## src/keyword_lexer_tokenizer_top_defines.svh

```systemverilog
// Assertion macros shared by the keyword lexer RTL.
// Included by every module that carries concurrent checks; expects clk and rst_n in scope.
`ifndef KEYWORD_LEXER_TOKENIZER_TOP_DEFINES_SVH
`define KEYWORD_LEXER_TOKENIZER_TOP_DEFINES_SVH
`ifndef SYNTHESIS
// Same-cycle implication check.
`define KLT_ASSERT_IMP(lbl, ante, cons, msg) \
  lbl: assert property (@(posedge clk) disable iff (!rst_n) (ante) |-> (cons)) \
    else $error(msg);
// Next-cycle implication check.
`define KLT_ASSERT_NXT(lbl, ante, cons, msg) \
  lbl: assert property (@(posedge clk) disable iff (!rst_n) (ante) |=> (cons)) \
    else $error(msg);
`else
`define KLT_ASSERT_IMP(lbl, ante, cons, msg)
`define KLT_ASSERT_NXT(lbl, ante, cons, msg)
`endif
`endif

```

## src/klt_pkg.sv

```systemverilog
// Shared types, token kind codes and character/keyword helper functions
// for the keyword lexer. No dependencies.
package klt_pkg;

  // Token kind codes.
  localparam logic [4:0] KIND_END    = 5'd0;
  localparam logic [4:0] KIND_SYM    = 5'd1;
  localparam logic [4:0] KIND_NUM    = 5'd2;
  localparam logic [4:0] KIND_WORD0  = 5'd3;
  localparam logic [4:0] KIND_PUNCT0 = 5'd13;
  localparam logic [4:0] KIND_GT     = 5'd19;
  localparam logic [4:0] KIND_LT     = 5'd20;
  localparam logic [4:0] KIND_GTE    = 5'd28;
  localparam logic [4:0] KIND_LTE    = 5'd29;
  localparam logic [4:0] KIND_ERR    = 5'd30;

  // Characters with a role of their own.
  localparam logic [7:0] CH_EQ  = 8'h3D;
  localparam logic [7:0] CH_GT  = 8'h3E;
  localparam logic [7:0] CH_LT  = 8'h3C;
  localparam logic [7:0] CH_USC = 8'h5F;

  // Keyword table geometry.
  localparam int NUM_WORDS = 10;
  localparam logic [NUM_WORDS-1:0] WORDS_ALL = '1;
  localparam logic [3:0] SLEN_MAX = 4'd15;

  // Bundle queue geometry.
  localparam int QDEPTH = 4;
  localparam int QPTR_W = 2;

  // One token as it travels to the output.
  typedef struct packed {
    logic [4:0]  kind;
    logic [15:0] start_pos;
    logic [15:0] end_pos;
  } tok_t;

  // All tokens caused by one input byte, at most three.
  typedef struct packed {
    logic [1:0]     cnt;
    tok_t [2:0]     tok;
  } bundle_t;

  // Queue status seen by both sides.
  typedef struct packed {
    logic full;
    logic empty;
  } q_stat_t;

  // Running keyword match of a symbol.
  typedef struct packed {
    logic [NUM_WORDS-1:0] alive;
    logic [3:0]           len;
  } sym_acc_t;

  function automatic logic is_digit(input logic [7:0] c);
    return (c >= 8'h30) && (c <= 8'h39);
  endfunction

  function automatic logic is_alpha(input logic [7:0] c);
    return ((c >= 8'h61) && (c <= 8'h7A)) || ((c >= 8'h41) && (c <= 8'h5A));
  endfunction

  function automatic logic is_space(input logic [7:0] c);
    return (c == 8'h20) || ((c >= 8'h09) && (c <= 8'h0D));
  endfunction

  function automatic logic is_punct(input logic [7:0] c);
    return ((c >= 8'd33) && (c <= 8'd47)) || ((c >= 8'd58) && (c <= 8'd64)) ||
           ((c >= 8'd91) && (c <= 8'd96)) || ((c >= 8'd123) && (c <= 8'd126));
  endfunction

  function automatic logic is_sym_part(input logic [7:0] c);
    return is_alpha(c) || is_digit(c) || (c == CH_USC);
  endfunction

  function automatic logic [7:0] to_lower(input logic [7:0] c);
    return ((c >= 8'h41) && (c <= 8'h5A)) ? c + 8'd32 : c;
  endfunction

  // Kind of a listed punctuation byte, or the error kind if unlisted.
  function automatic logic [4:0] punct_kind(input logic [7:0] c);
    logic [4:0] k;
    case (c)
      8'h3A:   k = KIND_PUNCT0;          // colon
      8'h2E:   k = KIND_PUNCT0 + 5'd1;   // period
      8'h5B:   k = KIND_PUNCT0 + 5'd2;   // left bracket
      8'h5D:   k = KIND_PUNCT0 + 5'd3;   // right bracket
      8'h60:   k = KIND_PUNCT0 + 5'd4;   // backtick
      CH_USC:  k = KIND_PUNCT0 + 5'd5;
      CH_GT:   k = KIND_PUNCT0 + 5'd6;
      CH_LT:   k = KIND_PUNCT0 + 5'd7;
      8'h2B:   k = KIND_PUNCT0 + 5'd8;   // plus
      8'h2D:   k = KIND_PUNCT0 + 5'd9;   // minus
      8'h2A:   k = KIND_PUNCT0 + 5'd10;  // star
      8'h2F:   k = KIND_PUNCT0 + 5'd11;  // slash
      8'h27:   k = KIND_PUNCT0 + 5'd12;  // single quote
      8'h22:   k = KIND_PUNCT0 + 5'd13;  // double quote
      CH_EQ:   k = KIND_PUNCT0 + 5'd14;
      default: k = KIND_ERR;
    endcase
    return k;
  endfunction

  function automatic logic [3:0] word_len(input logic [3:0] k);
    logic [3:0] l;
    case (k)
      4'd0:    l = 4'd6;
      4'd1:    l = 4'd4;
      4'd2:    l = 4'd6;
      4'd3:    l = 4'd6;
      4'd4:    l = 4'd5;
      4'd5:    l = 4'd4;
      4'd6:    l = 4'd5;
      4'd7:    l = 4'd7;
      4'd8:    l = 4'd7;
      4'd9:    l = 4'd2;
      default: l = 4'd0;
    endcase
    return l;
  endfunction

  // Keyword text, first letter in the top byte, padded with zero bytes.
  function automatic logic [55:0] word_txt(input logic [3:0] k);
    logic [55:0] t;
    case (k)
      4'd0:    t = {"marina", 8'h00};
      4'd1:    t = {"diso", 24'h0};
      4'd2:    t = {"forony", 8'h00};
      4'd3:    t = {"ataovy", 8'h00};
      4'd4:    t = {"baiko", 16'h0};
      4'd5:    t = {"raha", 24'h0};
      4'd6:    t = {"raiso", 16'h0};
      4'd7:    t = "kasoloy";
      4'd8:    t = "rambola";
      4'd9:    t = {"ho", 40'h0};
      default: t = '0;
    endcase
    return t;
  endfunction

  // Adds one character to a symbol and drops keywords that no longer match.
  function automatic sym_acc_t sym_take(input sym_acc_t acc, input logic [7:0] c);
    sym_acc_t   r;
    logic [7:0] lc;
    logic [55:0] txt;
    logic [5:0] sh;
    r  = acc;
    lc = to_lower(c);
    sh = 6'(7'd48 - {acc.len[2:0], 3'b000});
    for (int k = 0; k < NUM_WORDS; k++) begin
      txt = word_txt(4'(k));
      if ((acc.len >= word_len(4'(k))) || (8'(txt >> sh) != lc)) begin
        r.alive[k] = 1'b0;
      end
    end
    r.len = (acc.len == SLEN_MAX) ? SLEN_MAX : acc.len + 4'd1;
    return r;
  endfunction

  // Kind of a finished symbol: first keyword still alive with the exact length.
  function automatic logic [4:0] sym_kind(input sym_acc_t acc);
    logic [4:0] kd;
    kd = KIND_SYM;
    for (int k = NUM_WORDS - 1; k >= 0; k--) begin
      if (acc.alive[k] && (word_len(4'(k)) == acc.len)) begin
        kd = KIND_WORD0 + 5'(k);
      end
    end
    return kd;
  endfunction

endpackage

```

## src/klt_channels.sv

```systemverilog
// Handshake channel interfaces of the keyword lexer: source bytes in, tokens out.
// No dependencies.
interface klt_in_if;
  logic       valid;
  logic       ready;
  logic [7:0] ch;
  logic       final_req;

  modport source (output valid, ch, final_req, input ready);
  modport sink   (input valid, ch, final_req, output ready);
endinterface

interface klt_out_if;
  logic        valid;
  logic        ready;
  logic [4:0]  kind;
  logic [15:0] tok_start;
  logic [15:0] tok_end;
  logic        run_last;

  modport source (output valid, kind, tok_start, tok_end, run_last, input ready);
  modport sink   (input valid, kind, tok_start, tok_end, run_last, output ready);
endinterface

```

## src/klt_front.sv

```systemverilog
// Front end of the keyword lexer: accepts source bytes, tracks lexer state and
// turns each byte into a bundle of up to three tokens. Uses klt_pkg and klt_in_if.
`include "keyword_lexer_tokenizer_top_defines.svh"

module klt_front import klt_pkg::*; #(
  parameter int POS_WIDTH = 16
) (
  input  logic       clk,
  input  logic       rst_n,
  klt_in_if.sink     in_ch,
  input  q_stat_t    q_stat,
  output logic       push,
  output bundle_t    push_data
);

  localparam logic [2:0] M_IDLE = 3'd0;
  localparam logic [2:0] M_SYM  = 3'd1;
  localparam logic [2:0] M_NUM  = 3'd2;
  localparam logic [2:0] M_GT   = 3'd3;
  localparam logic [2:0] M_LT   = 3'd4;
  localparam logic [2:0] M_HALT = 3'd5;

  logic [2:0]           mode_r, mode_nxt;
  logic [POS_WIDTH-1:0] pos_r, pos_nxt;
  logic [POS_WIDTH-1:0] tbeg_r, tbeg_nxt;
  sym_acc_t             acc_r, acc_nxt;

  logic                 accept;
  logic [1:0]           n;
  tok_t [2:0]           toks;
  logic                 used;
  logic                 stop;
  logic [4:0]           pk;
  logic [POS_WIDTH-1:0] p1;

  function automatic logic [POS_WIDTH-1:0] sat_inc(input logic [POS_WIDTH-1:0] p);
    return (p == '1) ? p : p + 1'b1;
  endfunction

  // Positions leave the block as their low 16 bits.
  function automatic logic [15:0] pos16(input logic [POS_WIDTH-1:0] p);
    logic [31:0] w;
    w = 32'(p);
    return w[15:0];
  endfunction

  function automatic tok_t mk_tok(input logic [4:0] k, input logic [POS_WIDTH-1:0] s,
                                  input logic [POS_WIDTH-1:0] e);
    tok_t t;
    t.kind      = k;
    t.start_pos = pos16(s);
    t.end_pos   = pos16(e);
    return t;
  endfunction

  function automatic logic has_pend(input logic [2:0] md);
    return (md == M_SYM) || (md == M_NUM) || (md == M_GT) || (md == M_LT);
  endfunction

  // Token still held in the lexer state; a symbol or number is closed at position ep.
  function automatic tok_t pend_tok(input logic [2:0] md, input sym_acc_t acc,
                                    input logic [POS_WIDTH-1:0] tb,
                                    input logic [POS_WIDTH-1:0] ep);
    tok_t t;
    case (md)
      M_SYM:   t = mk_tok(sym_kind(acc), tb, ep);
      M_NUM:   t = mk_tok(KIND_NUM, tb, ep);
      M_GT:    t = mk_tok(KIND_GT, tb, sat_inc(tb));
      M_LT:    t = mk_tok(KIND_LT, tb, sat_inc(tb));
      default: t = '0;
    endcase
    return t;
  endfunction

  assign in_ch.ready = !q_stat.full;
  assign accept      = in_ch.valid && in_ch.ready;
  assign p1          = sat_inc(pos_r);

  // Per-byte lexing: extend or close the pending token, handle the byte, final flag.
  always_comb begin
    n        = 2'd0;
    toks     = '0;
    used     = 1'b0;
    stop     = 1'b0;
    pk       = punct_kind(in_ch.ch);
    mode_nxt = mode_r;
    tbeg_nxt = tbeg_r;
    acc_nxt  = acc_r;
    pos_nxt  = pos_r;

    if (mode_r == M_HALT) begin
      stop = 1'b1;
    end else begin
      if ((mode_r == M_SYM) && is_sym_part(in_ch.ch)) begin
        acc_nxt = sym_take(acc_r, in_ch.ch);
        used    = 1'b1;
      end else if ((mode_r == M_NUM) && is_digit(in_ch.ch)) begin
        used = 1'b1;
      end else if (((mode_r == M_GT) || (mode_r == M_LT)) && (in_ch.ch == CH_EQ)) begin
        toks[n]  = mk_tok((mode_r == M_GT) ? KIND_GTE : KIND_LTE, tbeg_r, p1);
        n        = n + 2'd1;
        mode_nxt = M_IDLE;
        used     = 1'b1;
      end else begin
        if (has_pend(mode_r)) begin
          toks[n] = pend_tok(mode_r, acc_r, tbeg_r, pos_r);
          n       = n + 2'd1;
        end
        mode_nxt = M_IDLE;
      end

      if (!used) begin
        if (is_space(in_ch.ch)) begin
          mode_nxt = M_IDLE;
        end else if (is_punct(in_ch.ch)) begin
          if (pk == KIND_ERR) begin
            toks[n]  = mk_tok(KIND_ERR, pos_r, p1);
            n        = n + 2'd1;
            mode_nxt = M_HALT;
            stop     = 1'b1;
          end else if (in_ch.ch == CH_GT) begin
            mode_nxt = M_GT;
            tbeg_nxt = pos_r;
          end else if (in_ch.ch == CH_LT) begin
            mode_nxt = M_LT;
            tbeg_nxt = pos_r;
          end else begin
            toks[n] = mk_tok(pk, pos_r, p1);
            n       = n + 2'd1;
          end
        end else if (is_digit(in_ch.ch)) begin
          mode_nxt = M_NUM;
          tbeg_nxt = pos_r;
        end else if (is_alpha(in_ch.ch)) begin
          mode_nxt = M_SYM;
          tbeg_nxt = pos_r;
          acc_nxt  = sym_take('{alive: WORDS_ALL, len: 4'd0}, in_ch.ch);
        end else begin
          toks[n]  = mk_tok(KIND_END, pos_r, pos_r);
          n        = n + 2'd1;
          mode_nxt = M_HALT;
          stop     = 1'b1;
        end
      end

      if (!stop) begin
        pos_nxt = p1;
        if (in_ch.final_req) begin
          if (has_pend(mode_nxt)) begin
            toks[n] = pend_tok(mode_nxt, acc_nxt, tbeg_nxt, p1);
            n       = n + 2'd1;
          end
          toks[n]  = mk_tok(KIND_END, p1, p1);
          n        = n + 2'd1;
          mode_nxt = M_HALT;
        end
      end
    end
  end

  assign push          = accept && (n != 2'd0);
  assign push_data.cnt = n;
  assign push_data.tok = toks;

  // Lexer state registers.
  always_ff @(posedge clk) begin
    if (!rst_n) begin
      mode_r <= M_IDLE;
      pos_r  <= '0;
      tbeg_r <= '0;
      acc_r  <= '{alive: WORDS_ALL, len: 4'd0};
    end else if (accept) begin
      mode_r <= mode_nxt;
      pos_r  <= pos_nxt;
      tbeg_r <= tbeg_nxt;
      acc_r  <= acc_nxt;
    end
  end

  `KLT_ASSERT_NXT(a_halt_sticky, mode_r == M_HALT, mode_r == M_HALT, "lexer left halt")
  `KLT_ASSERT_NXT(a_halt_pos, mode_r == M_HALT, $stable(pos_r), "position moved in halt")

endmodule

```

## src/klt_queue.sv

```systemverilog
// Bundle queue between the lexer front end and the token serializer.
// Uses klt_pkg types; four entries held in registers.
`include "keyword_lexer_tokenizer_top_defines.svh"

module klt_queue import klt_pkg::*; (
  input  logic    clk,
  input  logic    rst_n,
  input  logic    push,
  input  bundle_t push_data,
  input  logic    pop,
  output bundle_t head,
  output q_stat_t stat
);

  bundle_t           mem_r [QDEPTH];
  logic [QPTR_W-1:0] wp_r, wp_nxt;
  logic [QPTR_W-1:0] rp_r, rp_nxt;
  logic [QPTR_W:0]   cnt_r, cnt_nxt;

  assign stat.full  = (cnt_r == (QPTR_W + 1)'(QDEPTH));
  assign stat.empty = (cnt_r == '0);
  assign head       = mem_r[rp_r];

  // Pointer and fill count updates.
  always_comb begin
    wp_nxt  = push ? wp_r + 1'b1 : wp_r;
    rp_nxt  = pop ? rp_r + 1'b1 : rp_r;
    cnt_nxt = cnt_r;
    if (push && !pop) begin
      cnt_nxt = cnt_r + 1'b1;
    end else if (pop && !push) begin
      cnt_nxt = cnt_r - 1'b1;
    end
  end

  always_ff @(posedge clk) begin
    if (!rst_n) begin
      wp_r  <= '0;
      rp_r  <= '0;
      cnt_r <= '0;
    end else begin
      wp_r  <= wp_nxt;
      rp_r  <= rp_nxt;
      cnt_r <= cnt_nxt;
    end
  end

  // Entry storage.
  always_ff @(posedge clk) begin
    if (push) begin
      mem_r[wp_r] <= push_data;
    end
  end

  `KLT_ASSERT_IMP(a_push_room, push, !stat.full, "push into full queue")
  `KLT_ASSERT_IMP(a_pop_data, pop, !stat.empty, "pop from empty queue")

endmodule

```

## src/klt_back.sv

```systemverilog
// Token serializer: takes bundles from the queue and sends their tokens one token
// at a time through a registered output stage. Uses klt_pkg and klt_out_if.
`include "keyword_lexer_tokenizer_top_defines.svh"

module klt_back import klt_pkg::*; (
  input  logic      clk,
  input  logic      rst_n,
  input  bundle_t   head,
  input  q_stat_t   q_stat,
  output logic      pop,
  klt_out_if.source out_ch
);

  logic       out_valid_r, out_valid_nxt;
  tok_t       out_tok_r;
  logic       out_last_r;
  logic [1:0] idx_r, idx_nxt;
  logic       load;
  logic       last;

  // Load the next token whenever the queue holds one and the output stage is empty or being drained.
  assign load = !q_stat.empty && (!out_valid_r || out_ch.ready);
  assign last = (idx_r == (head.cnt - 2'd1));
  assign pop  = load && last;

  always_comb begin
    out_valid_nxt = out_valid_r;
    idx_nxt       = idx_r;
    if (load) begin
      out_valid_nxt = 1'b1;
      idx_nxt       = last ? 2'd0 : idx_r + 2'd1;
    end else if (out_ch.ready) begin
      out_valid_nxt = 1'b0;
    end
  end

  always_ff @(posedge clk) begin
    if (!rst_n) begin
      out_valid_r <= 1'b0;
      idx_r       <= 2'd0;
    end else begin
      out_valid_r <= out_valid_nxt;
      idx_r       <= idx_nxt;
    end
  end

  // Output payload register.
  always_ff @(posedge clk) begin
    if (load) begin
      out_tok_r  <= head.tok[idx_r];
      out_last_r <= last;
    end
  end

  assign out_ch.valid     = out_valid_r;
  assign out_ch.kind      = out_tok_r.kind;
  assign out_ch.tok_start = out_tok_r.start_pos;
  assign out_ch.tok_end   = out_tok_r.end_pos;
  assign out_ch.run_last  = out_last_r;

  `KLT_ASSERT_IMP(a_idx_range, !q_stat.empty, idx_r < head.cnt, "token index past bundle")
  `KLT_ASSERT_NXT(a_rest_follows, out_ch.valid && out_ch.ready && !out_ch.run_last,
                  out_ch.valid || !q_stat.empty, "bundle tail lost")

endmodule

```

## src/keyword_lexer_tokenizer_top.sv

```systemverilog
// Keyword lexer top level. A new source byte is accepted every cycle while the
// four-entry bundle queue has room; the front end lexes it in that same cycle and
// queues the zero to three tokens it causes. Tokens leave through a registered
// output stage at one per cycle while the receiver is ready, so the output port
// sets the sustained rate: one byte per cycle as long as bytes average at most
// one token each, with the queue absorbing bursts of punctuation and the final
// flush. Positions count in POS_WIDTH bits, saturate at the top, and are reported
// as their low 16 bits. There is no clearing pass after reset.
// Depends on klt_pkg, klt_channels, klt_front, klt_queue and klt_back.

module keyword_lexer_tokenizer_top import klt_pkg::*; #(
  parameter int POS_WIDTH = 16
) (
  input  logic      clk,
  input  logic      rst_n,
  klt_in_if.sink    in_ch,
  klt_out_if.source out_ch
);

  logic    push;
  bundle_t push_data;
  logic    pop;
  bundle_t head;
  q_stat_t q_stat;

  // Byte classification and lexer state.
  klt_front #(
    .POS_WIDTH (POS_WIDTH)
  ) u_front (
    .clk       (clk),
    .rst_n     (rst_n),
    .in_ch     (in_ch),
    .q_stat    (q_stat),
    .push      (push),
    .push_data (push_data)
  );

  // Decoupling queue.
  klt_queue u_queue (
    .clk       (clk),
    .rst_n     (rst_n),
    .push      (push),
    .push_data (push_data),
    .pop       (pop),
    .head      (head),
    .stat      (q_stat)
  );

  // Token serializer.
  klt_back u_back (
    .clk    (clk),
    .rst_n  (rst_n),
    .head   (head),
    .q_stat (q_stat),
    .pop    (pop),
    .out_ch (out_ch)
  );

endmodule
```

## src/flat_wrapper.sv

```systemverilog
// flat-port wrapper written by rule: the top's interface ports become plain ports
module keyword_lexer_tokenizer_top_flat import klt_pkg::*;
#(
  parameter int POS_WIDTH = 16
)
  (clk, rst_n, in_ch_valid, in_ch_ch, in_ch_final_req, in_ch_ready, out_ch_valid, out_ch_kind, out_ch_tok_start, out_ch_tok_end, out_ch_run_last, out_ch_ready);
  klt_in_if in_ch_i ();
  klt_out_if out_ch_i ();
  input  logic clk;
  input  logic rst_n;
  input wire logic [$bits(in_ch_i.valid)-1:0] in_ch_valid;
  input wire logic [$bits(in_ch_i.ch)-1:0] in_ch_ch;
  input wire logic [$bits(in_ch_i.final_req)-1:0] in_ch_final_req;
  output wire logic [$bits(in_ch_i.ready)-1:0] in_ch_ready;
  output wire logic [$bits(out_ch_i.valid)-1:0] out_ch_valid;
  output wire logic [$bits(out_ch_i.kind)-1:0] out_ch_kind;
  output wire logic [$bits(out_ch_i.tok_start)-1:0] out_ch_tok_start;
  output wire logic [$bits(out_ch_i.tok_end)-1:0] out_ch_tok_end;
  output wire logic [$bits(out_ch_i.run_last)-1:0] out_ch_run_last;
  input wire logic [$bits(out_ch_i.ready)-1:0] out_ch_ready;
  assign in_ch_i.valid = in_ch_valid;
  assign in_ch_i.ch = in_ch_ch;
  assign in_ch_i.final_req = in_ch_final_req;
  assign in_ch_ready = in_ch_i.ready;
  assign out_ch_valid = out_ch_i.valid;
  assign out_ch_kind = out_ch_i.kind;
  assign out_ch_tok_start = out_ch_i.tok_start;
  assign out_ch_tok_end = out_ch_i.tok_end;
  assign out_ch_run_last = out_ch_i.run_last;
  assign out_ch_i.ready = out_ch_ready;
  keyword_lexer_tokenizer_top #(.POS_WIDTH(POS_WIDTH)) u_core (.clk(clk), .rst_n(rst_n), .in_ch(in_ch_i), .out_ch(out_ch_i));
endmodule
```

## config.mk

```make
export PLATFORM = sky130hd
export DESIGN_NAME = keyword_lexer_tokenizer_top_flat
export DESIGN_NICKNAME = d
export VERILOG_FILES = /design/src/klt_pkg.sv /design/src/klt_channels.sv /design/src/klt_front.sv /design/src/klt_queue.sv /design/src/klt_back.sv /design/src/keyword_lexer_tokenizer_top.sv /design/src/flat_wrapper.sv
export VERILOG_INCLUDE_DIRS = /design/src /design/src/src
export SDC_FILE = /design/constraint.sdc
export NUM_CORES = 1
export LEC_CHECK = 0
export ABC_AREA = 0
export BUFFER_PORTS_ARGS = -buffer_cell sky130_fd_sc_hd__buf_2
export CAP_MARGIN = 20
export CORE_MARGIN = 5
export CORE_UTILIZATION = 50
export CTS_CLUSTER_SIZE = 24
export DETAILED_ROUTE_END_ITERATION = 10
export GPL_TIMING_DRIVEN = 0
export PLACE_DENSITY = 0.68
export SLEW_MARGIN = 20
export SYNTH_ARGS = -nofsm -noshare
export SYNTH_HDL_FRONTEND = slang
export SYNTH_SLANG_ARGS = --single-unit
```

## constraint.sdc

```tcl
create_clock -name clk -period 8.24 [get_ports clk]
set_clock_uncertainty 0.2 [all_clocks]
set_input_delay 1.236 -clock clk [delete_from_list [all_inputs] [get_ports clk]]
set_output_delay 1.236 -clock clk [all_outputs]
set_load 0.005 [all_outputs]
```

**Yosys cells after proc, flatten, opt, wreduce, memory -nomap -nowiden**

Memory sizes are Yosys's and may differ from the RTL's. A register that Yosys moved wholly into a read port is not among the register bits.
Cells that the tools add are included.

- Flip-flop bits (word level): 97
- Latch bits: 0
- RAM bits: 452
- Bits in read-only memories: 0
- Input port bits: 13
- Output and inout port bits: 40
- Word-level logic and storage cells: 555
- Memories: 1

- Add/sub/neg operators: 15
- Multipliers: 0
- Div/mod/pow operators: 0
- Magnitude comparators: 33
- Equality and inequality tests: 62
- Shifts and indexed selects: 10
- Multiplexer cells: 332
- Bitwise logic cells: 2
- Reductions and logical operators: 86

Memories:

| memory | depth | bits a word | rd ports | clocked after memory_dff | wr ports | line | source |
|---|---|---|---|---|---|---|---|
| u_core.u_queue.mem_r | 4 | 113 | 1 | 1 | 1 | klt_queue.sv:15 | `bundle_t mem_r [QDEPTH];` |

Operator list:

| cell | number |
|---|---|
| 56-bit 2-to-1 mux | 80 |
| 111-bit 2-to-1 mux | 16 |
| 56-bit by 6-bit >> shifter with 8-bit output | 10 |
| 111-bit bitwise mux | 5 |
| 37-bit 2-to-1 mux | 13 |
| 4-bit 2-to-1 mux | 98 |
| 37-bit one-hot mux with 4 select lines | 2 |
| 37-bit demux with 2-bit select | 3 |
| 16-bit 2-to-1 mux | 12 |
| 8-bit != test | 20 |
| 14-bit 2-to-1 mux | 7 |
| 8-bit by 6-bit equality test with 1-bit output, second input constant | 12 |
| 5-bit 2-to-1 mux | 18 |
| 5-bit one-hot mux with 15 select lines | 1 |
| 37-bit binary-select mux with 2-bit select | 1 |
| 16-bit by 1-bit adder with 16-bit output, second input constant | 3 |
| 16-bit equality test, second input constant | 3 |
| 3-bit 2-to-1 mux | 15 |
| 4-bit equality test | 10 |
| 8-bit by 7-bit less-or-equal comparator with 1-bit output, second input constant | 5 |
| 1-bit logical AND | 40 |
| 1-bit 2-to-1 mux | 40 |
| 2-bit 2-to-1 mux | 20 |
| 1-bit logical OR | 35 |
| other kinds (30) | 71 |

**Longest topological paths before layout**

Gate-level depths: netlist of the first run.

- Depth after elaboration: 48
- Gate-level depth with buffers: 28
- Depth with buffers taken out: 23

**Cells and area by module**

From an unflattened synthesis of the first run, not the netlist that was laid out.

- Cells, all modules: 2,455
- Area, all modules: 29,502.0 µm²

By module, submodules not included:

| module | instances | cells each | area an instance (µm²) | sequential area each (µm²) |
|---|---|---|---|---|
| klt_queue | 1 | 634 | 16,773.6 | 13,753.2 |
| klt_front | 1 | 1,637 | 10,625.2 | 980.9 |
| klt_back | 1 | 184 | 2,103.3 | 1,201.2 |

**Least setup slack after synthesis of the first run**

OpenSTA, ideal clock, no wires.

- Path kind: input to register
- Start point: input in_ch_ch[5]
- End point: memory u_core.u_queue.mem_r[1][0] (netlist name), enable pin
- Setup time: 0.485 ns
- Arrival: 8.041 ns
- Required time: 7.555 ns
- Path slack: -0.486 ns
- Stages: 21
- Cells stage by stage: buf_2 inv_1 ha_1 nor4bb_1 nand2_1 a211o_1 buf_4 a31o_4 nand3_1 inv_1 clkbuf_1 ha_1 and2_1 a211o_1 a22o_4 ha_1 nor2_1 a21o_1 ha_1 a311oi_4 and2_1

- Longest elaborated chain between the ends: 30

RTL lines:

| item | line | source |
|---|---|---|
| start: declaration | flat_wrapper.sv:12 | `input wire logic [$bits(in_ch_i.ch)-1:0] in_ch_ch;` |
| parallel branches: the longest is 24 deep, another holds 8-bit by 7-bit greater-or-equal comparator with 1-bit output | - |  |
| 2-bit 2-to-1 mux * | klt_front.sv:146 | `if (!stop) begin` |
| 2-bit 2-to-1 mux * | klt_front.sv:91 | `if (mode_r == M_HALT) begin` |
| 2-bit nonzero test * | klt_front.sv:161 | `assign push = accept && (n != 2'd0);` |
| 1-bit logical AND * | klt_front.sv:161 |  |
| via u_core.push | keyword_lexer_tokenizer_top.sv:20 | `logic push;` |
| 1-bit 2-to-1 mux * | klt_queue.sv:50 | `if (push) begin` |
| 1-bit 2-to-1 mux (implied by the code) * | klt_queue.sv:51 | `mem_r[wp_r] <= push_data;` |
| end: declaration | klt_queue.sv:15 |  |

Mark *: on every way through the listed nets, which the timed path passes. The select of a mux whose other input is x is not followed.

==> flow_summary.toml, run 1 <==
[cts]
path_clk_slew_ns = 0.07
clkSinkCount = 551
clk_latency_ns = 0.63
cts_tree = "built"
clk_path_buf_depth = 3
cts-htree-levels = 2
cts-root-buf = "clkbuf_16"
hold_buffers = 0
cts_made_buffers = 53

[detailed_routing]
drtPass1Iterations = 6
route.detailed.drc = 0
post_drt_wl_per_cell_um = 33.6
postRouteAntennaNets = 0
totalWireLength_um = 113000
drt_iter0_markers = 3091
vias_per_cell = 6.80
vias = 22800

[yosys]
synth.most_common_cell = "edfxtp_1"
synth_top_family_by_area = "compound AO/OA/AOI/OAI gates"
synthDistinctLibCells = 108
syn-cell-area_mm2 = 0.0290
synthSimpleGateAreaFrac = 0.125
synth_xor_xnor_area_share = 0.0205
synthCells = 2426
synth_fa_ha_area_frac = 0.0123
synth_seq_area_share = 0.549
synthMuxAreaShare = 0.117
yosysTopAreaCell = "edfxtp_1"
synth_top_area_frac = 0.507
syn_nets = 2467
synth_area_per_cell_um2 = 12.0
ys_warn_count = 0
synth_edf_count = 490
synth_compound_area_frac = 0.142
synth_area_leaders = "edfxtp_1 (51%), mux4_2 (8.8%), dfxtp_1 (4.2%)"
synth_common_cells = "edfxtp_1 (490), nand2_1 (233), nor2_1 (188)"
async_flop_share = 0
synth_ff_type = "edfxtp_1"
synth-seq-cells = 551

[timing]
hold_viol = 0
tns_ns = 0
slew_violations = 0
fin_crit_ns = 8.22
finalSetupViolCount = 0
tightest_slew_ns = 1.19
maxSlewHeadroom = 0.204
finalCritPeriodShare = 0.997
fmax_ghz = 0.122
rsz0062_at_grt = "false"

[placement]
portBuffers = 50
dp_hpwl_um = 83900
routabilityCongestion = 1.05
dp.cells = 3253

[min_path]
min_path_type = "flip-flop to flip-flop"

[setup_path]
arrival_ns = 8.34
critPathLaunchType = "input pin"
endpoint_kind = "flip-flop"
crit_path_frequent_cell = "ha_1"
crit_required_ns = 8.36
worstPathCellList = "buf_2 > ha_1 > nand2b_1 > a21oi_1 > o2111ai_1 > a31o_4 > nand3_1 > inv_1 > clkbuf_1 > ha_1 > and2_1 > a211o_1 > a22o_4 > ha_1 > nor2_1 > a21o_1 > inv_1 > ha_1 > clkbuf_1 > inv_1 > a21oi_1 > buf_2 > a21oi_1 > nor3_1"
worst_path_max_delay_cell = "o2111ai_1"
crit_path_max_incr_delay_ns = 0.95
worst-path-max-fanout = 11
path_class = "input pin to flip-flop"

[pwr]
power.leakage_nw = 10.6
total_power_mw = 9.27
ir_drop_uv = 202
p_per_area_mw_per_mm2 = 285

[global_routing]
grt_use_total = 0.352
grt_max_degree = 44
antenna_found_initial = 3
overflow = 0
grt_pass1_wl_um = 163000
grt_pass1_vias = 22300

[cells_and_area]
fin_cells = 3359
syn_to_final_growth_pct = 12.2
nets = 2589
fin_util = 0.565
fillers = 4720
drive_above_1_share = 0.158

[die]
die_x_um = 251
fp-row-count = 88
core_region_area_mm2 = 0.0576
start_util = 0.504
die_h_um = 251
dieArea_mm2 = 0.0630
ios = 53

[run]
maxCapViolCount = 0

[status]
outcome = "complete, no violations"
==> timing repair <==
item                       4_1_cts  5_1_grt
pin swaps                        1        3
setup buffers                    0        5
resized for setup               10       23
setup endpoints to repair       60      164
==> kinds of logic after synthesis <==
| family | after synthesis |
|---|---|
| muxes | 196 |
| buffers and inverters | 235 |
| xor gates and xnor gates | 67 |
| and+or+nand+nor | 742 |
| adders and majority gates | 28 |
| DFF | 551 |
| AOI/OAI and AO/OA | 607 |
==> cell type report <==
class                   instances  area, um^2  area share
flip-flops and latches        551       15900       0.490
diodes                          1        2.50   0.0000769
inverters                      32         120     0.00369
repair buffers                 67         551      0.0169
clock buffers                  67        1390      0.0427
clock inverters                33         387      0.0119
well taps                     765         957      0.0294
multi-input cells            1640       12300       0.379
plain buffers                 203         863      0.0265
==> registers in the layout, indices dropped and copies added, names as in the netlist, named ones only <==
register and cells:
u_core.u_queue.wp_r 2, u_core.u_back.out_ch.tok_start 16, u_core.u_back.out_ch.kind 5, u_core.u_back.out_ch.run_last 1, u_core.u_front.mode_r 3, u_core.u_queue.mem_r 452
u_core.u_back.out_ch.valid 1, u_core.u_queue.rp_r 2, u_core.u_back.idx_r 2, u_core.u_queue.cnt_r 3, u_core.u_front.acc_r 14, u_core.u_front.pos_r 16
u_core.u_front.tbeg_r 16, u_core.u_back.out_ch.tok_end 16
==> layer usage <==
layer	routed length, um	GRT usage	up-vias
met5	10	0	-
met4	4370	0.109	2
met3	10700	0.0717	243
met2	52400	0.559	1399
met1	45500	0.493	11500
li1	-	-	9684
==> critical path, delay by kind of cell <==
family                     cells  cell delay [ns]
AOI/OAI and AO/OA              8             2.60
buffers and inverters          7             2.20
and+or+nand+nor                5             1.25
adders and majority gates      4             1.05
==> stage by stage <==
step	hold slack (ns)	worst slack, ns	instance area [um^2]
6_report	0.279	0.0240	32600
5_1_grt	0.323	0.00366	32600
2_1_floorplan	0.249	0.752	29000
3_5_place_dp	0.277	-1.18	30600
4_1_cts	0.288	0.00585	32400
3_3_place_gp	0.267	-1.76	30200
==> worst paths after layout <==
path         cells past startpoint                        from                     endpoint  slack (ns)
max reg2reg                     22    u_core.u_front.mode_r[0]  u_core.u_queue.mem_r[3][49]        0.57
min reg2reg                      2  u_core.u_back.out_ch.valid   u_core.u_back.out_ch.valid        0.28
max                             24                 in_ch_ch[5]  u_core.u_queue.mem_r[3][49]        0.02
min                              2  u_core.u_back.out_ch.valid   u_core.u_back.out_ch.valid        0.28
==> where the power goes <==
part           switching, mW  internal (mW)
sequential             0.145           3.65
clock                   1.07           1.40
combinational           1.94           1.07
==> cell usage in the layout, fill, tap and decap left out, types with 14 or more instances in the layout <==
| cell type | synthesis | layout |
|---|---|---|
| nor2_1 | 188 | 186 |
| a221oi_1 | 24 | 23 |
| nand3_1 | 66 | 66 |
| and2_1 | 21 | 17 |
| a211oi_1 | 55 | 39 |
| nand2_1 | 233 | 233 |
| mux4_2 | 113 | 113 |
| ha_1 | 27 | 27 |
| and3_1 | 19 | 19 |
| nand2b_1 | 22 | 22 |
| clkbuf_16 | 0 | 53 |
| buf_1 | 25 | 22 |
| xor2_1 | 21 | 21 |
| clkbuf_1 | 141 | 153 |
| xnor2_1 | 45 | 44 |
| a31oi_1 | 24 | 23 |
| buf_2 | 25 | 76 |
| nor3_1 | 56 | 51 |
| nor2b_1 | 15 | 15 |
| a21oi_1 | 133 | 127 |
| nand4_1 | 24 | 24 |
| dfxtp_1 | 61 | 61 |
| edfxtp_1 | 490 | 490 |
| a211oi_2 | 2 | 18 |
| a22o_1 | 15 | 15 |
| o21ai_0 | 135 | 135 |
| mux2i_1 | 70 | 70 |
| o22ai_1 | 33 | 32 |
| buf_4 | 6 | 14 |
| inv_1 | 28 | 27 |
| a22oi_1 | 32 | 32 |
| o211ai_1 | 23 | 23 |
(Power assumes the default switching activity.)
==> inputs of run 2 (changes only) <==
--- a/config.mk
+++ b/config.mk
@@ -14,7 +14,7 @@
 export CTS_CLUSTER_SIZE = 24
 export DETAILED_ROUTE_END_ITERATION = 10
 export GPL_TIMING_DRIVEN = 0
-export PLACE_DENSITY = 0.68
+export PLACE_DENSITY = 0.66
 export SLEW_MARGIN = 20
 export SYNTH_ARGS = -nofsm -noshare
 export SYNTH_HDL_FRONTEND = slang
==> constraint.sdc (replaced) <==
create_clock -name clk -period 9.4 [get_ports clk]
set_clock_uncertainty 0.2 [all_clocks]
set_input_delay 1.41 -clock clk [delete_from_list [all_inputs] [get_ports clk]]
set_output_delay 1.41 -clock clk [all_outputs]
set_load 0.005 [all_outputs]
==> run 2 against run 1 <==
  * Count of clock-buffer cells in the layout grew 2
  * Core utilization shrank 0.052 points
  * Die area is the same
  * Final cell count is essentially flat
  * Total power shrank 11%
  * Sequential cell count is the same
  * Worst setup slack gained 0.41 ns
  * Worst hold slack lost 0.0051 ns
  * Critical endpoint is now u_core.u_queue.mem_r[2][48]
  * Largest cell class unchanged
  * Largest power group unchanged
==> flow_summary.toml, run 2 (same netlist as run 1, synthesis figures left out) <==
[detailed_routing]
vias = 22900
route.detailed.drc = 0
drt_iter0_markers = 3095
drtPass1Iterations = 7
totalWireLength_um = 110000
post_drt_wl_per_cell_um = 32.7
postRouteAntennaNets = 0
vias_per_cell = 6.82

[placement]
portBuffers = 50
post-place-ws_ns = -0.253
routabilityCongestion = 1.05
dp.cells = 3254
dp_hpwl_um = 81600

[global_routing]
grt_use_total = 0.341
grt_pass1_vias = 21800
grt_pass1_wl_um = 158000
overflow = 0
antenna_found_initial = 1
grt_max_degree = 43

[cts]
cts-htree-levels = 2
clk_latency_ns = 0.64
cts_tree = "built"
cts_made_buffers = 56
cts-root-buf = "clkbuf_16"
clk_path_buf_depth = 3
hold_buffers = 0
path_clk_slew_ns = 0.06
clkSinkCount = 551

[timing]
finalCritPeriodShare = 0.954
fin_ws_ns = 0.429
fmax_ghz = 0.111
rsz0062_at_grt = "false"
hold_viol = 0
fin_crit_ns = 8.97
finalSetupViolCount = 0
slew_violations = 0
maxSlewHeadroom = 0.125
tightest_slew_ns = 1.31

[min_path]
min_path_type = "flip-flop to flip-flop"

[status]
outcome = "complete, no violations"

[pwr]
power.leakage_nw = 10.6
ir_drop_uv = 311
p_per_area_mw_per_mm2 = 253

[cells_and_area]
nets = 2588
largest-register = "u_core.u_queue.mem_r"
layout_commonest_cell = "edfxtp_1"
fin_cells = 3361
final_cell_mix = "edfxtp_1 (490), nand2_1 (233), nor2_1 (188)"
largest_reg_flops = 452
drive_above_1_share = 0.148
syn_to_final_growth_pct = 12.0
fillers = 4749

[run]
maxCapViolCount = 0

[setup_path]
path_class = "input pin to flip-flop"
crit_required_ns = 9.56
arrival_ns = 9.13
crit_path_max_incr_delay_ns = 0.87
endpoint_kind = "flip-flop"
worstPathCellList = "buf_2 > buf_2 > inv_1 > ha_1 > nor4bb_1 > nand2_1 > a211oi_4 > nor4_4 > nor3_4 > buf_6 > buf_8 > mux2i_1 > inv_1 > ha_1 > clkbuf_1 > nand2_1 > nor3_2 > nand4_1 > o21ai_1 > nor3_1 > a211oi_1 > nor2_1 > a31oi_1"
worst_path_max_delay_cell = "a211oi_1"
worst-path-max-fanout = 10
critPathLaunchType = "input pin"

[die]
die_x_um = 251
start_util = 0.504
core_region_area_mm2 = 0.0576
dieArea_mm2 = 0.0630
fp-row-count = 88
die_h_um = 251
ios = 53
## run 2: changes by cell type in the layout (fill, tap and decap cells not counted), sizes merged, moves of 2 or more
cell,change
buf,-3
clkinv,+2
clkinvlp,-2
diode,+2
## run 2: final timing paths
| path | endpoint | start | cells past startpoint | slack [ns] |
|---|---|---|---|---|
| hold / removal | u_core.u_back.out_ch.valid | u_core.u_back.out_ch.valid | 2 | 0.27 |
| hold reg to reg | u_core.u_back.out_ch.valid | u_core.u_back.out_ch.valid | 2 | 0.27 |
| setup reg to reg | u_core.u_queue.mem_r[1][24] | u_core.u_front.mode_r[0] | 23 | 1.27 |
| setup / recovery | u_core.u_queue.mem_r[2][48] | in_ch_ch[5] | 23 | 0.43 |
## run 2: layout make-up
cell class / count / area [um^2] / share of cell area
diodes: 3 / 7.51 / 0.000231
plain buffers: 203 / 863 / 0.0265
clock buffers: 69 / 1500 / 0.0462
clock inverters: 35 / 433 / 0.0133
inverters: 32 / 120 / 0.00369
multi-input cells: 1640 / 12200 / 0.375
flip-flops and latches: 551 / 15900 / 0.490
well taps: 765 / 957 / 0.0294
repair buffers: 63 / 510 / 0.0157
## run 2: metal layers
layer  GRT usage  wire (um)  vias to the layer above
met5           0          0                        -
met4       0.112       4570                        0
met3      0.0755      11400                      237
met2       0.519      49100                     1388
met1       0.493      45000                    11600
li1            -          -                     9704
## run 2: worst max-delay path, delay by kind of cell
family | cells | cell delay (ns)
compound gates | 4 | 2.64
simple gates | 9 | 2.62
buf+inv | 7 | 1.73
fa+ha+maj | 2 | 0.38
mux | 1 | 0.33
## run 2: through the flow
stage / hold WS [ns] / instance area [um^2] / power, mW / util / TNS (ns)
after floorplan: 0.249 / 29000 / 4.94 / - / 0
after global placement: 0.257 / 30200 / 5.87 / 0.525 / -1175.79
after detailed placement: 0.261 / 30600 / 5.92 / 0.531 / -1.50
after CTS: 0.272 / 32500 / 8.23 / 0.564 / 0
after global routing: 0.304 / 32500 / 8.56 / 0.565 / 0
final: 0.273 / 32500 / 8.24 / 0.565 / 0
## run 2: repair_timing
item                                    4_1_cts  5_1_grt
resized for setup                             0        1
setup buffers                                 0        0
endpoints found under the setup margin        0        4
## run 2: power breakdown
| group | leakage [nW] | total, mW | internal, mW | switching [mW] |
|---|---|---|---|---|
| sequential | 4.98 | 3.32 | 3.20 | 0.119 |
| clock | 0.935 | 2.32 | 1.34 | 0.974 |
| combinational | 4.66 | 2.60 | 0.924 | 1.68 |
| total | 10.6 | 8.24 | 5.47 | 2.77 |
==> inputs of run 3 (changes only) <==
--- a/config.mk
+++ b/config.mk
@@ -15,6 +15,7 @@
 export DETAILED_ROUTE_END_ITERATION = 10
 export GPL_TIMING_DRIVEN = 0
 export PLACE_DENSITY = 0.66
+export RECOVER_POWER = 25
 export SLEW_MARGIN = 20
 export SYNTH_ARGS = -nofsm -noshare
 export SYNTH_HDL_FRONTEND = slang
==> run 3 against run 2 <==
  * The run now ends with capacitance limit, slew limit left
  * Sequential share of layout area grew 0.17 points
  * Routed wire length about the same
  * Clock power about the same
  * Critical endpoint is now u_core.u_queue.mem_r[0][85]
  * Register-to-register slack lost 0.03 ns
  * Non-clock buffer count unchanged
  * Sequential power is essentially flat
  * Critical path type unchanged
  * First-iteration DRC count increased by 1.1%
  * Sequential cell count stayed put
==> flow_summary.toml, run 3 (same netlist as run 1, synthesis figures left out) <==
[detailed_routing]
vias = 22900
drtPass1Iterations = 9
route.detailed.drc = 0
post_drt_wl_per_cell_um = 32.8
drt_iter0_markers = 3128
postRouteAntennaNets = 0
vias_per_cell = 6.81
totalWireLength_um = 110000

[cts]
cts-htree-levels = 2
cts_tree = "built"
cts-root-buf = "clkbuf_16"
path_clk_slew_ns = 0.06
cts_made_buffers = 56
clkSinkCount = 551
clk_path_buf_depth = 3
clk_latency_ns = 0.63

[pwr]
p_per_area_mw_per_mm2 = 253
internal_power_mw = 5.44
pwr-share-seq = 0.406
clkPwrFrac = 0.281
combPwrFrac = 0.313
power.leakage_nw = 10.5
total_power_mw = 8.20
ir_drop_uv = 268
swShare = 0.337
switching_power_mw = 2.76

[cells_and_area]
multi_input_area_mm2 = 0.0122
largest-register = "u_core.u_queue.mem_r"
final_cell_mix = "edfxtp_1 (490), nand2_1 (233), clkbuf_1 (191)"
layout_commonest_cell = "edfxtp_1"
largest_reg_flops = 452
syn_to_final_growth_pct = 11.7
seq_area_mm2 = 0.0159
drive_above_1_share = 0.131
fin_cells = 3359
fin_area_mm2 = 0.0324
nets = 2588
fillers = 4783

[placement]
dp.cells = 3254
dpl_cell_area_mm2 = 0.0306
portBuffers = 50
dp_hpwl_um = 81600
post-place-ws_ns = -0.253
routabilityCongestion = 1.05

[die]
dieArea_mm2 = 0.0630
die_h_um = 251
fp-row-count = 88
start_util = 0.504
die_x_um = 251
core_region_area_mm2 = 0.0576
ios = 53

[global_routing]
grt_pass1_vias = 21800
grt_max_degree = 43
antenna_found_initial = 1
grt_use_total = 0.341
grt_pass1_wl_um = 158000
overflow = 0

[setup_path]
worst_path_max_delay_cell = "a211oi_1"
arrival_ns = 9.29
endpoint_kind = "flip-flop"
worst-path-max-fanout = 10
crit_required_ns = 9.55
crit_path_max_incr_delay_ns = 0.84
ff2ff_setup_slack_ns = 1.24
timing.rr.start = "u_core.u_front.mode_r[0]"
path_class = "input pin to flip-flop"
worstPathCellList = "buf_2 > clkbuf_1 > inv_1 > ha_1 > nor4bb_1 > nand2_1 > a211oi_4 > nor4_4 > nor3_4 > buf_6 > buf_8 > mux2i_1 > inv_1 > ha_1 > clkbuf_1 > nand2_1 > nor3_2 > nand4_1 > o21ai_1 > nor3_1 > a211oi_1 > o21ai_0 > a21oi_1"
rr_worst_depth = 23
r2r-end = "u_core.u_queue.mem_r[1][24]"
critPathLaunchType = "input pin"
startpoint = "in_ch_ch[5]"

[timing]
finalCritPeriodShare = 0.972
fin_crit_ns = 9.13
fmax_ghz = 0.110
rsz0062_at_grt = "false"
hold_viol = 0
tightest_slew_ns = 1.98
tns_ns = 0
finalSetupViolCount = 0
fin_ws_ns = 0.268
slew_violations = 30
maxSlewHeadroom = -0.319

[status]
outcome = "finished with violations"
violations = "capacitance limit, slew limit"

[min_path]
hold_start = "u_core.u_back.out_ch.valid"
holdPathStages = 2
min_path_type = "flip-flop to flip-flop"
min_to = "u_core.u_back.out_ch.valid"

[run]
maxCapViolCount = 1
run 3: cell types whose count changed in the layout (fill, tap and decap cells not counted), sizes merged:
cell,change
buf,-41
diode,-2
clkbuf,+41
run 3: per-stage QoR:
stage,hold slack [ns],util
after floorplan,0.249,-
after global placement,0.257,0.525
after detailed placement,0.261,0.531
after CTS,0.272,0.564
after global routing,0.304,0.563
final,0.273,0.563
run 3: worst max-delay path, delay by kind of cell:
family / cells / cell delay [ns]
simple gates: 8 / 2.37
fa+ha+maj: 2 / 0.38
buf+inv: 7 / 1.81
mux: 1 / 0.41
compound gates: 5 / 2.88
run 3: cell type report:
type,count,share of cell area
Antenna cell,1,0.0000772
Buffer,203,0.0259
Clock buffer,69,0.0463
Clock inverter,35,0.0134
Inverter,32,0.00371
Multi-Input combinational cell,1640,0.375
Sequential cell,551,0.492
Tap cell,765,0.0295
Timing Repair Buffer,63,0.0142
run 3: per-layer routing:
layer / part of all wire / global-route usage / vias up
li1: - / - / 9698
met1: 0.41 / 0.493 / 11500
met2: 0.45 / 0.519 / 1381
met3: 0.10 / 0.0755 / 241
met4: 0.042 / 0.112 / 0
met5: 0 / 0 / -
run 3: worst max-delay path by stage:
stage / end / slack, ns / depth (start not counted)
floorplan: u_core.u_queue.mem_r[1][0] / 0.50 / 21
global placement: u_core.u_queue.mem_r[1][5] / -2.66 / 19
detailed placement: u_core.u_queue.mem_r[3][38] / -0.25 / 23
CTS: u_core.u_queue.mem_r[0][38] / 0.38 / 23
global route: u_core.u_queue.mem_r[1][85] / 0.19 / 23
finish: u_core.u_queue.mem_r[0][85] / 0.27 / 23
run 3: power groups by stage:
stage | Combinational (mW) | Clock [mW] | Sequential [mW]
5_1_grt | 2.72 | 2.45 | 3.35
3_3_place_gp | 2.47 | 0 | 3.40
6_report | 2.57 | 2.31 | 3.33
2_1_floorplan | 1.57 | 0 | 3.37
3_5_place_dp | 2.55 | 0 | 3.36
4_1_cts | 2.57 | 2.34 | 3.32
run 3: timing repair:
item,CTS,global route
hold buffers,0,0
resized for setup,0,1
hold endpoints to repair,0,0
setup buffers,0,0
setup endpoints to repair,0,4
